## config.mk

```make
export PLATFORM = sky130hd
export DESIGN_NAME = serial_packet_axis_mapper
export DESIGN_NICKNAME = d
export VERILOG_FILES = /design/src/rtl/spam_pkg.sv /design/src/rtl/spam_framer.sv /design/src/rtl/spam_queue.sv /design/src/rtl/spam_scaler.sv /design/src/rtl/serial_packet_axis_mapper.sv
export VERILOG_INCLUDE_DIRS = /design/src /design/src/rtl
export SDC_FILE = /design/constraint.sdc
export NUM_CORES = 1
export LEC_CHECK = 0
export BUFFER_PORTS_ARGS = -buffer_cell sky130_fd_sc_hd__clkbuf_2
export CAP_MARGIN = 20
export CELL_PAD_IN_SITES_DETAIL_PLACEMENT = 1
export CELL_PAD_IN_SITES_GLOBAL_PLACEMENT = 1
export CORE_MARGIN = 8
export CORE_UTILIZATION = 44
export CTS_CLUSTER_SIZE = 25
export DETAILED_ROUTE_END_ITERATION = 10
export GPL_TIMING_DRIVEN = 0
export PLACE_DENSITY = 0.88
export SLEW_MARGIN = 10
export SYNTH_ARGS = -nofsm -noshare
export SYNTH_HDL_FRONTEND = slang
export SYNTH_SLANG_ARGS = --single-unit
```

## constraint.sdc

```tcl
create_clock -name clk -period 5.1 [get_ports clk]
set_clock_uncertainty 0.05 [all_clocks]
set_input_delay 0.765 -clock clk [delete_from_list [all_inputs] [get_ports clk]]
set_output_delay 0.765 -clock clk [all_outputs]
set_load 0.01 [all_outputs]
```

## src/rtl/serial_packet_axis_mapper_defines.svh

```systemverilog
// Assertion macros for the serial packet axis mapper RTL.
`ifndef SERIAL_PACKET_AXIS_MAPPER_DEFINES_SVH
`define SERIAL_PACKET_AXIS_MAPPER_DEFINES_SVH

// Same-cycle implication, checked outside reset (expects clk and rst_n in scope).
`define SPAM_ASSERT_NOW(lbl, ante, cons, msg) \
  lbl: assert property (@(posedge clk) disable iff (!rst_n) (ante) |-> (cons)) \
    else $error(msg);

// Next-cycle implication, checked outside reset (expects clk and rst_n in scope).
`define SPAM_ASSERT_NEXT(lbl, ante, cons, msg) \
  lbl: assert property (@(posedge clk) disable iff (!rst_n) (ante) |=> (cons)) \
    else $error(msg);

`endif

```

## src/rtl/spam_pkg.sv

```systemverilog
// Shared types and constants for the serial packet axis mapper.
package spam_pkg;

  localparam int unsigned BYTE_W = 8;
  localparam int unsigned PHASE_W = 3;
  localparam int unsigned UAXIS_W = 15;
  localparam int unsigned SAXIS_W = 16;

  localparam logic [BYTE_W-1:0] MARKER_RESET = 8'hFF;

  // Packet phase codes
  localparam logic [PHASE_W-1:0] PH_HUNT     = 3'd0;
  localparam logic [PHASE_W-1:0] PH_THROTTLE = 3'd1;
  localparam logic [PHASE_W-1:0] PH_BRAKE    = 3'd2;
  localparam logic [PHASE_W-1:0] PH_STEER    = 3'd3;
  localparam logic [PHASE_W-1:0] PH_CHECK    = 3'd4;

  // Raw payload of one good packet, passed from framer to scaler
  typedef struct packed {
    logic [BYTE_W-1:0] throttle;
    logic [BYTE_W-1:0] brake;
    logic [BYTE_W-1:0] steering;
  } packet_t;

endpackage

```

## src/rtl/spam_framer.sv

```systemverilog
// Front end: marker hunt, payload capture and checksum test.
module spam_framer (
  input  logic                          clk,
  input  logic                          rst_n,
  input  logic                          cfg_we,
  input  logic [spam_pkg::BYTE_W-1:0]   cfg_start_marker,
  input  logic                          byte_accept,
  input  logic [spam_pkg::BYTE_W-1:0]   rx_byte,
  input  logic                          link_up,
  output logic                          pkt_valid,
  output spam_pkg::packet_t             pkt
);
  import spam_pkg::*;

  logic [PHASE_W-1:0] phase_r, phase_nxt;
  logic [BYTE_W-1:0]  marker_r;
  logic [BYTE_W-1:0]  thr_r, brk_r, str_r;
  logic [BYTE_W-1:0]  sum;

  always_ff @(posedge clk) begin
    if (!rst_n) begin
      marker_r <= MARKER_RESET;
    end else if (cfg_we) begin
      marker_r <= cfg_start_marker;
    end
  end

  always_ff @(posedge clk) begin
    if (!rst_n) begin
      phase_r <= PH_HUNT;
    end else if (byte_accept) begin
      phase_r <= phase_nxt;
    end
  end

  // Payload bytes need no reset: the phase only reaches the check after all three land
  always_ff @(posedge clk) begin
    if (byte_accept) begin
      if (phase_r == PH_THROTTLE) thr_r <= rx_byte;
      if (phase_r == PH_BRAKE)    brk_r <= rx_byte;
      if (phase_r == PH_STEER)    str_r <= rx_byte;
    end
  end

  always_comb begin
    case (phase_r)
      PH_THROTTLE: phase_nxt = PH_BRAKE;
      PH_BRAKE:    phase_nxt = PH_STEER;
      PH_STEER:    phase_nxt = PH_CHECK;
      PH_CHECK:    phase_nxt = PH_HUNT;
      default:     phase_nxt = (rx_byte == marker_r) ? PH_THROTTLE : PH_HUNT;
    endcase
  end

  assign sum = thr_r + brk_r + str_r;

  // Drop bad checksums and link-down packets silently
  assign pkt_valid = byte_accept && (phase_r == PH_CHECK) && (sum == rx_byte) && link_up;
  assign pkt.throttle = thr_r;
  assign pkt.brake    = brk_r;
  assign pkt.steering = str_r;

endmodule

```

## src/rtl/spam_queue.sv

```systemverilog
// Short packet queue decoupling the framer from the scaler.
`include "serial_packet_axis_mapper_defines.svh"

module spam_queue #(
  parameter int unsigned DEPTH = 2
) (
  input  logic              clk,
  input  logic              rst_n,
  input  logic              push,
  input  spam_pkg::packet_t push_data,
  output logic              full,
  input  logic              pop,
  output logic              empty,
  output spam_pkg::packet_t pop_data
);
  import spam_pkg::*;

  localparam int unsigned AW = (DEPTH > 1) ? $clog2(DEPTH) : 1;
  localparam int unsigned CW = $clog2(DEPTH + 1);

  packet_t         mem_r [DEPTH];
  logic [AW-1:0]   wr_ptr_r, rd_ptr_r;
  logic [CW-1:0]   count_r, count_nxt;

  always_ff @(posedge clk) begin
    if (push) begin
      mem_r[wr_ptr_r] <= push_data;
    end
  end

  always_comb begin
    count_nxt = count_r;
    if (push && !pop) count_nxt = count_r + 1'b1;
    if (pop && !push) count_nxt = count_r - 1'b1;
  end

  always_ff @(posedge clk) begin
    if (!rst_n) begin
      wr_ptr_r <= '0;
      rd_ptr_r <= '0;
      count_r  <= '0;
    end else begin
      count_r <= count_nxt;
      if (push) begin
        wr_ptr_r <= (wr_ptr_r == AW'(DEPTH - 1)) ? '0 : wr_ptr_r + 1'b1;
      end
      if (pop) begin
        rd_ptr_r <= (rd_ptr_r == AW'(DEPTH - 1)) ? '0 : rd_ptr_r + 1'b1;
      end
    end
  end

  assign full     = (count_r == CW'(DEPTH));
  assign empty    = (count_r == '0);
  assign pop_data = mem_r[rd_ptr_r];

  `SPAM_ASSERT_NOW(a_no_overflow, push, !full || pop, "queue pushed while full")
  `SPAM_ASSERT_NOW(a_no_underflow, pop, !empty, "queue popped while empty")
  `SPAM_ASSERT_NEXT(a_count_up, push && !pop, count_r == $past(count_r) + 1'b1, "count stuck")

endmodule

```

## src/rtl/spam_scaler.sv

```systemverilog
// Back end: scales queued packets to axis values and holds the result beat.
module spam_scaler (
  input  logic                               clk,
  input  logic                               rst_n,
  input  logic                               q_empty,
  input  spam_pkg::packet_t                  q_data,
  output logic                               q_pop,
  input  logic                               out_pop,
  output logic                               out_empty,
  output logic        [spam_pkg::UAXIS_W-1:0] out_throttle_axis,
  output logic        [spam_pkg::UAXIS_W-1:0] out_brake_axis,
  output logic signed [spam_pkg::SAXIS_W-1:0] out_steering_axis
);
  import spam_pkg::*;

  // v*32767/255 = 128*v + floor(127*v/255); the tail needs one compare and subtract
  function automatic logic [UAXIS_W-1:0] scale_u(input logic [BYTE_W-1:0] v);
    logic [14:0] y;
    logic [6:0]  e;
    logic [8:0]  r;
    logic [6:0]  q;
    y = {v, 7'd0} - {7'd0, v};
    e = y[14:8];
    r = {1'b0, y[7:0]} + {2'd0, e};
    q = e + ((r >= 9'd255) ? 7'd1 : 7'd0);
    scale_u = {v, 7'd0} + {8'd0, q};
  endfunction

  // (s+128)*65534/255 = 257*o - (o != 0); then remove 32767 modulo 2^16
  function automatic logic [SAXIS_W-1:0] scale_s(input logic [BYTE_W-1:0] raw);
    logic [BYTE_W-1:0] o;
    o = raw ^ 8'h80;
    scale_s = {o, o} - {15'd0, (o != 8'd0)} - 16'd32767;
  endfunction

  logic                       valid_r;
  logic                       load;
  logic [UAXIS_W-1:0]         thr_r, brk_r;
  logic signed [SAXIS_W-1:0]  str_r;

  // Advance whenever the result register is free or being drained this cycle
  assign load  = !q_empty && (!valid_r || out_pop);
  assign q_pop = load;

  always_ff @(posedge clk) begin
    if (!rst_n) begin
      valid_r <= 1'b0;
    end else if (load) begin
      valid_r <= 1'b1;
    end else if (out_pop) begin
      valid_r <= 1'b0;
    end
  end

  always_ff @(posedge clk) begin
    if (load) begin
      thr_r <= scale_u(q_data.throttle);
      brk_r <= scale_u(q_data.brake);
      str_r <= signed'(scale_s(q_data.steering));
    end
  end

  assign out_empty         = !valid_r;
  assign out_throttle_axis = thr_r;
  assign out_brake_axis    = brk_r;
  assign out_steering_axis = str_r;

endmodule

```

## src/rtl/serial_packet_axis_mapper.sv

```systemverilog
// Top level of the serial packet axis mapper.
// Usage:
//   Input channel (push/full): one received serial byte per beat with the link
//   state. A byte is taken on any edge with in_push high and in_full low, so a
//   byte can enter every cycle.
//   The framer hunts for the start marker, captures throttle, brake and steering
//   unchecked, then tests the checksum byte; a good packet with the link up is
//   queued, a bad one or a link-down one is dropped without a result beat.
//   Result channel (empty/pop): the scaled axes of the oldest packet sit on the
//   out_ ports while out_empty is low; pop them with out_pop.
//   Path: after its checksum byte is taken, a result reaches the out_ ports via
//   the queue write, then the output register load, which waits while an
//   earlier result is still unpopped.
//   Throughput: one byte per cycle while in_full is low, limited by the framer's single byte port.
//   When the receiver stalls, results hold in the output register and the
//   packet queue (QUEUE_DEPTH entries); in_full rises only when that queue fills.
//   cfg_ready is always high; write cfg_start_marker only while the block is idle.
//   Reset (rst_n low, synchronous): marker back to 0xFF, framer back to hunting,
//   queue and result register emptied.
module serial_packet_axis_mapper #(
  parameter int unsigned QUEUE_DEPTH = 2
) (
  input  logic                                clk,
  input  logic                                rst_n,
  input  logic                                in_push,
  output logic                                in_full,
  input  logic        [spam_pkg::BYTE_W-1:0]  in_rx_byte,
  input  logic                                in_link_up,
  output logic                                out_empty,
  input  logic                                out_pop,
  output logic        [spam_pkg::UAXIS_W-1:0] out_throttle_axis,
  output logic        [spam_pkg::UAXIS_W-1:0] out_brake_axis,
  output logic signed [spam_pkg::SAXIS_W-1:0] out_steering_axis,
  input  logic                                cfg_valid,
  output logic                                cfg_ready,
  input  logic        [spam_pkg::BYTE_W-1:0]  cfg_start_marker
);
  import spam_pkg::*;

  logic    byte_accept;
  logic    pkt_valid;
  packet_t pkt;
  logic    q_full, q_empty, q_pop;
  packet_t q_data;

  assign cfg_ready   = 1'b1;
  assign in_full     = q_full;
  assign byte_accept = in_push && !q_full;

  spam_framer u_framer (
    .clk              (clk),
    .rst_n            (rst_n),
    .cfg_we           (cfg_valid && cfg_ready),
    .cfg_start_marker (cfg_start_marker),
    .byte_accept      (byte_accept),
    .rx_byte          (in_rx_byte),
    .link_up          (in_link_up),
    .pkt_valid        (pkt_valid),
    .pkt              (pkt)
  );

  spam_queue #(
    .DEPTH (QUEUE_DEPTH)
  ) u_queue (
    .clk       (clk),
    .rst_n     (rst_n),
    .push      (pkt_valid),
    .push_data (pkt),
    .full      (q_full),
    .pop       (q_pop),
    .empty     (q_empty),
    .pop_data  (q_data)
  );

  spam_scaler u_scaler (
    .clk               (clk),
    .rst_n             (rst_n),
    .q_empty           (q_empty),
    .q_data            (q_data),
    .q_pop             (q_pop),
    .out_pop           (out_pop),
    .out_empty         (out_empty),
    .out_throttle_axis (out_throttle_axis),
    .out_brake_axis    (out_brake_axis),
    .out_steering_axis (out_steering_axis)
  );

endmodule
```

# Yosys cells after proc, flatten, opt, wreduce, memory -nomap -nowiden
# Memory sizes are Yosys's and may differ from the RTL's. A register that Yosys moved wholly into a read port is not among the register bits.
# Index checks and enable logic that the tools add are counted.
# W data, S select, Z words.
# word_totals
reg_bits,86
ramBits,48
inputBits,22
out_inout_bits,49
elab_cells,73
memories,1
# classes
addsub,16
order_cmp,2
eq_ne,7
mux,14
bitwise,1
n_reduce_logical,20
# mem_list
memory,words,width,read_ports,rd_ports_with_merged_regs,wr,line_no,text
u_queue.mem_r,2,24,1,1,1,spam_queue.sv:21,packet_t mem_r [DEPTH];
# op_table
cell,n
$add A15 B7 Y15,2
$sub A15 B8 Y15,2
$add A8 B7 Y9,2
$ge A9 B8 Y1 const B,2
$add A8 B8 Y8,2
$eq A8 B8 Y1,2
$sub A16 B1 Y16,1
$sub A16 B15 Y16 const B,1
$add A7 B7 Y7,2
$pmux W3 S4,1
$mux W1,11
$reduce_bool A8 Y1,1
$logic_and A1 B1 Y1,7
$eq A3 B2 Y1 const B,2
$reduce_and A2 Y1,3
$logic_not A1 Y1,5
$mux W2,2
$reduce_bool A2 Y1,2
$eq A3 B1 Y1 const B,1
$eq A3 B3 Y1 const B,1
$add A1 B1 Y1 const B,2
$add A2 B1 Y2 const B,1
$eq A2 B2 Y1 const B,1
$logic_not A2 Y1,1
3 further kinds,3

# Depth between registers and ports, before layout
# Gate-level depths: netlist of run 1.
# depth
depth_word,9
ltp_mapped,27
depth_no_buf,22

# By module
# A second synthesis of run 1 with hierarchy kept.
# hier_totals
hier_cells,621
area_unflattened_um2,7627.3
# by_module_without_submodules
module,n_inst,cells_each,area_per_inst_um2,seq_area_each_um2
spam_scaler,1,393,3937.5,1401.3
spam_queue,1,97,1943.1,1541.5
spam_framer,1,128,1721.7,940.9
serial_packet_axis_mapper,1,3,25.0,0.0

# Worst setup path before layout of run 1
# OpenSTA, ideal clock, no wires.
# synth_path
kind,reg2reg
startpoint,register (tool-made name)
endpoint,"register u_scaler.thr_r[6], in the netlist u_scaler.out_throttle_axis[6] (data pin)"
setup_ps,263
arrival_ps,5055
t_required_ps,4787
setup_slack_ps,-268
path_stages_with_launch,26
path_buffers,6
synth_period_minus_slack_ps,5368
path_cell_list,dfxtp_1 -> buf_6 -> buf_6 -> buf_6 -> buf_6 -> clkbuf_1 -> mux2i_1 -> ha_1 -> clkbuf_1 -> nand4_1 -> nand2_1 -> a21oi_1 -> xnor2_1 -> ha_1 -> ha_1 -> nor2_1 -> a211o_1 -> o31ai_1 -> xor2_1 -> a41oi_1 -> o221ai_1 -> ha_1 -> nand3_1 -> nor2_1 -> nand3_1 -> xnor2_1
# synth_rtl
element,line_no,text
"end signal, assigned",spam_scaler.sv:57,thr_r <= scale_u(q_data.throttle);
"end, declared",spam_scaler.sv:38,"logic [UAXIS_W-1:0] thr_r, brk_r;"

==> results.cfg, run 1 <==
[min_path]
min_delay_worst_endpoint = u_framer.marker_r[0]$_SDFFE_PN1P_
hp-class = flop to flop
min_from = u_framer.marker_r[0]$_SDFFE_PN1P_
holdPathStages = 2

[floorplan]
core_um2 = 17900
fp.dieH_um = 151
die_w_um = 151
rows = 49
start_util_pct = 44.6
ioPinCount = 71
die_area_um2 = 22700

[power_and_ir_drop]
p_per_area_nw_per_um2 = 492
ir_worst_vdd_mv = 0.281
p_leak_nw = 3.70
p_total_mw = 4.92

[critical_path]
end_kind = flop
worstPathMaxFanout = 10
critical_path_buf_inv_count = 6
cp-start-kind = flop
path_delay_family = compound AO/OA/AOI/OAI gates
cpPeakStageDelay_ns = 0.34
ff2ff_path_depth = 25
worstPathArrival_ns = 5.10
critPathSlowestCell = a311oi_1
worst_path_most_repeated_cell = buf_12
path_class = flop to flop
reg2reg_to = u_scaler.out_brake_axis[6]$_DFFE_PP_
regToRegSetupSlack_ns = 0.13
critPathRequiredTime_ns = 5.23

[placement]
io_buffers = 68
gp_congestion = 0.819
dp_hpwl_mm = 15.7
place_ws_ns = -1.06

[cts]
cts_tree = built
path_clk_slew_ns = 0.06
cts_buffers = 17
worstSkewPairLatency_ns = 0.43
clock_sinks = 135
htree_levels = 4
clockRootBuffer = clkbuf_16
clock_path_buffers = 2

[timing]
drv_slew = 0
finalCritPeriodShare_pct = 97.5
tightest_slew_ns = 0.771
fin_crit_ns = 4.97
setup_ws_ns = 0.127
holdWs_ns = 0.446
hold_viol_final = 0
tns_ns = 0
setup_viol = 0
slew_headroom_pct = 48.4
fmax_mhz = 201

[synthesis]
async_reset_ff_share_pct = 0
synth_edf_count = 118
synth.distinct_cells = 80
synth_top_area_share_pct = 44.4
synthTopCellsByCount = 118 x edfxtp_1, 63 x xnor2_1, 56 x nor2_1, 46 x inv_1, 42 x ha_1
avgSynthCellArea_um2 = 11.7
synth.area.top_cells = edfxtp_1 44%, xnor2_1 6.9%, ha_1 6.6%
yosys_warnings = 0
synth.net_count = 756
ys.flop_type = edfxtp_1
ys_ff_latch = 135
yosysMostFrequentCell = edfxtp_1
synthCells = 684
ys_seq_area_share_pct = 48.6
yosys.area.top_type = edfxtp_1
netlist_area_um2 = 7990

[layout]
fin_nets = 876
syn_to_final_growth_pct = 25.2
fillCellCount = 1855
layout-drive-gt1-share_pct = 29.1
n_antenna_cell = 0

[detailed_routing]
drc_errors = 0
vias = 5987
wire_per_inst_um = 21.7
wirelength_mm = 22.7
via_per_inst = 5.72
dr.first_iter.drc_count = 347
final_antenna_net_count = 0
dr.pass1.iters = 6

[grt]
grt_pass1_wl_mm = 35.3
grt_max_degree = 32
grt.overflow.total = 0
antenna_found_initial = 0
grt_pass1_vias = 6451
grt_util_all_layers_pct = 20.1

[run]
cap_violations = 0

[run_status]
status = complete, no violations
[area by class of cell]
class | count | area (um2) | share of cell area (%)
multi-input cells | 480 | 4220 | 42.2
plain buffers | 17 | 164 | 1.64
flip-flops and latches | 135 | 3880 | 38.8
inverters | 50 | 190 | 1.90
clock buffers | 18 | 429 | 4.29
well taps | 229 | 287 | 2.87
repair buffers | 103 | 628 | 6.28
clock inverters | 14 | 199 | 1.99
[per-stage QoR]
stage                     std cells  util, %  area (um2)
final                          1046     55.9       10000
after global routing           1046     55.9       10000
after CTS                      1027     53.9        9640
after detailed placement        985     48.6        8690
after global placement          981     48.1        8620
after floorplan                 684        -        7990
[worst reg2reg max path, cell delays in order, from the launching register on]
cell and delay, ns:
dfxtp_2 0.32, buf_12 0.13, buf_12 0.14, buf_12 0.15, clkbuf_16 0.16, buf_4 0.15, mux2i_4 0.20, ha_4 0.33
o21ai_2 0.13, o21ai_2 0.23, a21boi_4 0.25, xnor2_1 0.09, ha_1 0.21, a31oi_1 0.17, o21ai_1 0.14, a311oi_1 0.34
o31a_1 0.22, buf_4 0.13, nand4_1 0.09, nand3_1 0.13, o2bb2ai_2 0.13, ha_2 0.21, nand2_1 0.11, nor2_4 0.19
nand4_1 0.15, xnor2_1 0.16
[placed cells by master (no fill, tap or decap), types with 14 or more instances in the layout]
cell / n
clkbuf_16: 18
inv_1: 43
o21ai_0: 14
clkbuf_2: 68
xnor2_1: 57
xor2_1: 21
mux2i_1: 22
buf_4: 32
dfxtp_1: 16
nor2_1: 50
nand2_1: 33
a21oi_1: 28
ha_1: 30
edfxtp_1: 118
[what timing repair did]
action	in CTS	in global routing
hold buffers	0	0
pin swaps	15	24
buffers inserted	12	19
resized for setup	55	39
setup endpoints to repair	14	10
[sequential cells by signal, summed over array words and instances (netlist names), 8 cells and up, named ones only]
| register | cells |
|---|---|
| u_framer.str_r | 8 |
| u_framer.marker_r | 8 |
| u_scaler.out_steering_axis | 16 |
| u_scaler.out_brake_axis | 15 |
| u_framer.brk_r | 8 |
| u_scaler.out_throttle_axis | 15 |
| u_queue.mem_r | 48 |
| u_framer.thr_r | 8 |
[kinds of logic after synthesis]
kind of cell	after synthesis	synth area share, %
flops	135	48.6
other cells	1	0.0469
xor+xnor	90	10.5
mux	33	4.84
fa+ha+maj	50	8.58
buf+inv	69	3.74
simple gates	171	10.9
compound gates	135	12.8
[metal layers]
| layer | up-vias | global-route usage, % | part of all wire [%] |
|---|---|---|---|
| met3 | 64 | 4.00 | 4.5 |
| met2 | 178 | 35.1 | 52 |
| li1 | 2738 | - | - |
| met4 | 0 | 10.0 | 3.4 |
| met1 | 3007 | 22.9 | 40 |
| met5 | - | 0 | 0 |
[where the power goes]
group          internal [mW]  switching, mW  total, mW  leakage (nW)
combinational          0.925           1.25       2.18          2.20
sequential              1.39         0.0321       1.42          1.20
clock                  0.822          0.500       1.32         0.295
[worst max path at each step]
stage                     cells past startpoint                                 endpoint  start  slack [ns]
after floorplan                              24  u_scaler.out_throttle_axis[6]$_DFFE_PP_   flop        0.06
after global placement                       25  u_scaler.out_throttle_axis[6]$_DFFE_PP_   flop       -0.86
after detailed placement                     25  u_scaler.out_throttle_axis[6]$_DFFE_PP_   flop       -1.06
after CTS                                    25     u_scaler.out_brake_axis[6]$_DFFE_PP_   flop       0.007
after global routing                         22     u_scaler.out_brake_axis[6]$_DFFE_PP_   flop       -0.05
final                                        25     u_scaler.out_brake_axis[6]$_DFFE_PP_   flop        0.13
No activity file was read; power rests on OpenSTA's default activity.
==> inputs of run 2 (changes only) <==
--- a/config.mk
+++ b/config.mk
@@ -10,13 +10,15 @@
 export CAP_MARGIN = 20
 export CELL_PAD_IN_SITES_DETAIL_PLACEMENT = 1
 export CELL_PAD_IN_SITES_GLOBAL_PLACEMENT = 1
+export CORE_ASPECT_RATIO = 2
 export CORE_MARGIN = 8
-export CORE_UTILIZATION = 44
+export CORE_UTILIZATION = 45
+export CTS_BUF_LIST = sky130_fd_sc_hd__clkbuf_4 sky130_fd_sc_hd__clkbuf_8
 export CTS_CLUSTER_SIZE = 25
 export DETAILED_ROUTE_END_ITERATION = 10
 export GPL_TIMING_DRIVEN = 0
-export PLACE_DENSITY = 0.88
-export SLEW_MARGIN = 10
+export PLACE_DENSITY = 0.89
+export SLEW_MARGIN = 20
 export SYNTH_ARGS = -nofsm -noshare
 export SYNTH_HDL_FRONTEND = slang
 export SYNTH_SLANG_ARGS = --single-unit
==> run 2 against run 1 <==
Non-clock buffer count unchanged. Largest cell class unchanged. Via count down 0.32%. Register-to-register slack worse by 0.05 ns. Highest routed layer unchanged. Clock-buffer cell count down 1. Combinational power down 2%.
==> results.cfg, run 2 (synthesized netlist as in run 1, its figures left out) <==
[run_status]
status = complete, no violations

[timing]
setup_viol = 0
drv_slew = 0
hold_viol_final = 0
fmax_mhz = 199
setup_ws_ns = 0.0748
finalCritPeriodShare_pct = 98.5
tightest_slew_ns = 0.804
slew_headroom_pct = 46.2
fin_crit_ns = 5.03
holdWs_ns = 0.450

[power_and_ir_drop]
p_leak_nw = 3.58
ir_worst_vdd_mv = 0.261
p_total_mw = 4.42
p_per_area_nw_per_um2 = 456

[detailed_routing]
via_per_inst = 5.79
drc_errors = 0
final_antenna_net_count = 0
wirelength_mm = 22.7
vias = 5968
wire_per_inst_um = 22.0
dr.pass1.iters = 5
dr.first_iter.drc_count = 300

[layout]
fin_nets = 876
final_common_cell = edfxtp_1
n_antenna_cell = 0
layout-drive-gt1-share_pct = 28.9
syn_to_final_growth_pct = 21.3
final_cell_mix = 118 x edfxtp_1, 68 x clkbuf_2, 58 x xnor2_1
largest_reg_flops = 48
regMostFlops = u_queue.mem_r
fillCellCount = 1849

[placement]
place_ws_ns = -1.06
dp_hpwl_mm = 15.7
gp_congestion = 0.863
io_buffers = 68

[floorplan]
die_area_um2 = 22500
rows = 69
core_um2 = 17600
ioPinCount = 71
fp.dieH_um = 204
start_util_pct = 45.4
die_w_um = 110

[critical_path]
critPathSlowestCell = a2111o_1
path_delay_family = compound AO/OA/AOI/OAI gates
worstPathCellList = buf_12 > buf_12 > buf_12 > clkbuf_16 > mux2i_4 > inv_4 > ha_2 > nor2_1 > a22oi_1 > and2_4 > a211oi_4 > buf_4 > xnor2_2 > nor2_1 > a2111o_1 > a221oi_2 > a41oi_1 > o221ai_1 > ha_2 > nand3_2 > nor2_4 > nand3_1 > xnor2_1
worstPathArrival_ns = 5.20
path_class = flop to flop
critical_path_buf_inv_count = 6
cpPeakStageDelay_ns = 0.47
worstPathMaxFanout = 10
critPathRequiredTime_ns = 5.28
cp-start-kind = flop
end_kind = flop
worst_path_most_repeated_cell = buf_12

[run]
cap_violations = 0

[grt]
grt_pass1_vias = 6467
grt_max_degree = 30
grt.overflow.total = 0
antenna_found_initial = 0
grt_pass1_wl_mm = 34.2
grt_util_all_layers_pct = 19.9

[cts]
worstSkewPairLatency_ns = 0.46
cts_tree = built
htree_levels = 4
cts_hold_buf = 0
clock_sinks = 135
clockRootBuffer = clkbuf_8
path_clk_slew_ns = 0.09
clock_path_buffers = 2
cts_buffers = 17

[min_path]
hp-class = flop to flop
==> run 2: cell types whose count changed in the layout (fill, tap and decap cells not counted), moves of 2 or more <==
cell | previous run | this run
clkbuf_8 | 1 | 17
inv_6 | 3 | 6
nor2_2 | 3 | 1
clkbuf_16 | 18 | 1
mux2i_1 | 22 | 20
clkinv_4 | 3 | 1
buf_8 | 2 | 0
bufinv_16 | 4 | 1
xnor2_2 | 8 | 6
mux2i_2 | 2 | 5
nor2_4 | 3 | 5
buf_4 | 32 | 34
==> run 2: worst reg2reg max path: cells and delay by family, from the launching register on <==
family / cells / cell delay, ns
AOI/OAI and AO/OA: 6 / 1.64
and+or+nand+nor: 6 / 0.88
buffers and inverters: 6 / 0.87
adders and majority gates: 2 / 0.45
DFF: 1 / 0.34
muxes: 1 / 0.30
xor gates and xnor gates: 2 / 0.29
==> run 2: final cells by class <==
class	count	area [um2]	area share, %
Tap cell	213	267	2.75
Clock buffer	17	234	2.42
Timing Repair Buffer	103	613	6.33
Clock inverter	15	141	1.46
Inverter	50	190	1.96
Buffer	17	161	1.67
Sequential cell	135	3880	40.1
Multi-Input combinational cell	480	4190	43.3
==> run 2: worst paths after layout <==
| check | start | to | slack, ns | cells past startpoint |
|---|---|---|---|---|
| worst max-delay path | flop | u_scaler.out_throttle_axis[6]$_DFFE_PP_ | 0.07 | 23 |
| worst min-delay path | u_framer.brk_r[0]$_DFFE_PP_ | u_queue.mem_r[1][8]$_DFFE_PP_ | 0.45 | 0 |
| worst max register to register | flop | u_scaler.out_throttle_axis[6]$_DFFE_PP_ | 0.07 | 23 |
| worst min register to register | u_framer.brk_r[0]$_DFFE_PP_ | u_queue.mem_r[1][8]$_DFFE_PP_ | 0.45 | 0 |
==> run 2: routing by layer <==
layer / vias up / global-route usage (%) / wire length, um
li1: 2733 / - / -
met1: 2994 / 20.5 / 8220
met2: 172 / 36.6 / 12600
met3: 69 / 3.76 / 845
met4: 0 / 9.58 / 967
met5: - / 0 / 0
==> run 2: power breakdown <==
group          switching [mW]  internal [mW]
logic                    1.23          0.900
clock network           0.472          0.394
registers              0.0331           1.39
total                    1.74           2.68
==> run 2: stage by stage <==
stage / cell area [um2] / TNS (ns) / util [%] / instances
finish: 9690 / 0 / 55.0 / 1030
CTS: 9280 / -0.00362 / 52.7 / 1005
detailed placement: 8650 / -8.98 / 49.1 / 967
global placement: 8600 / -6.25 / 48.8 / 965
global route: 9690 / -0.588 / 55.0 / 1030
floorplan: 7990 / 0 / - / 684
==> run 2: repair_timing <==
item / in CTS / in global routing
gates resized for setup: 49 / 42
endpoints found under the setup margin: 14 / 11
buffers inserted: 8 / 25
pin swaps: 11 / 23
cloned: 0 / 0
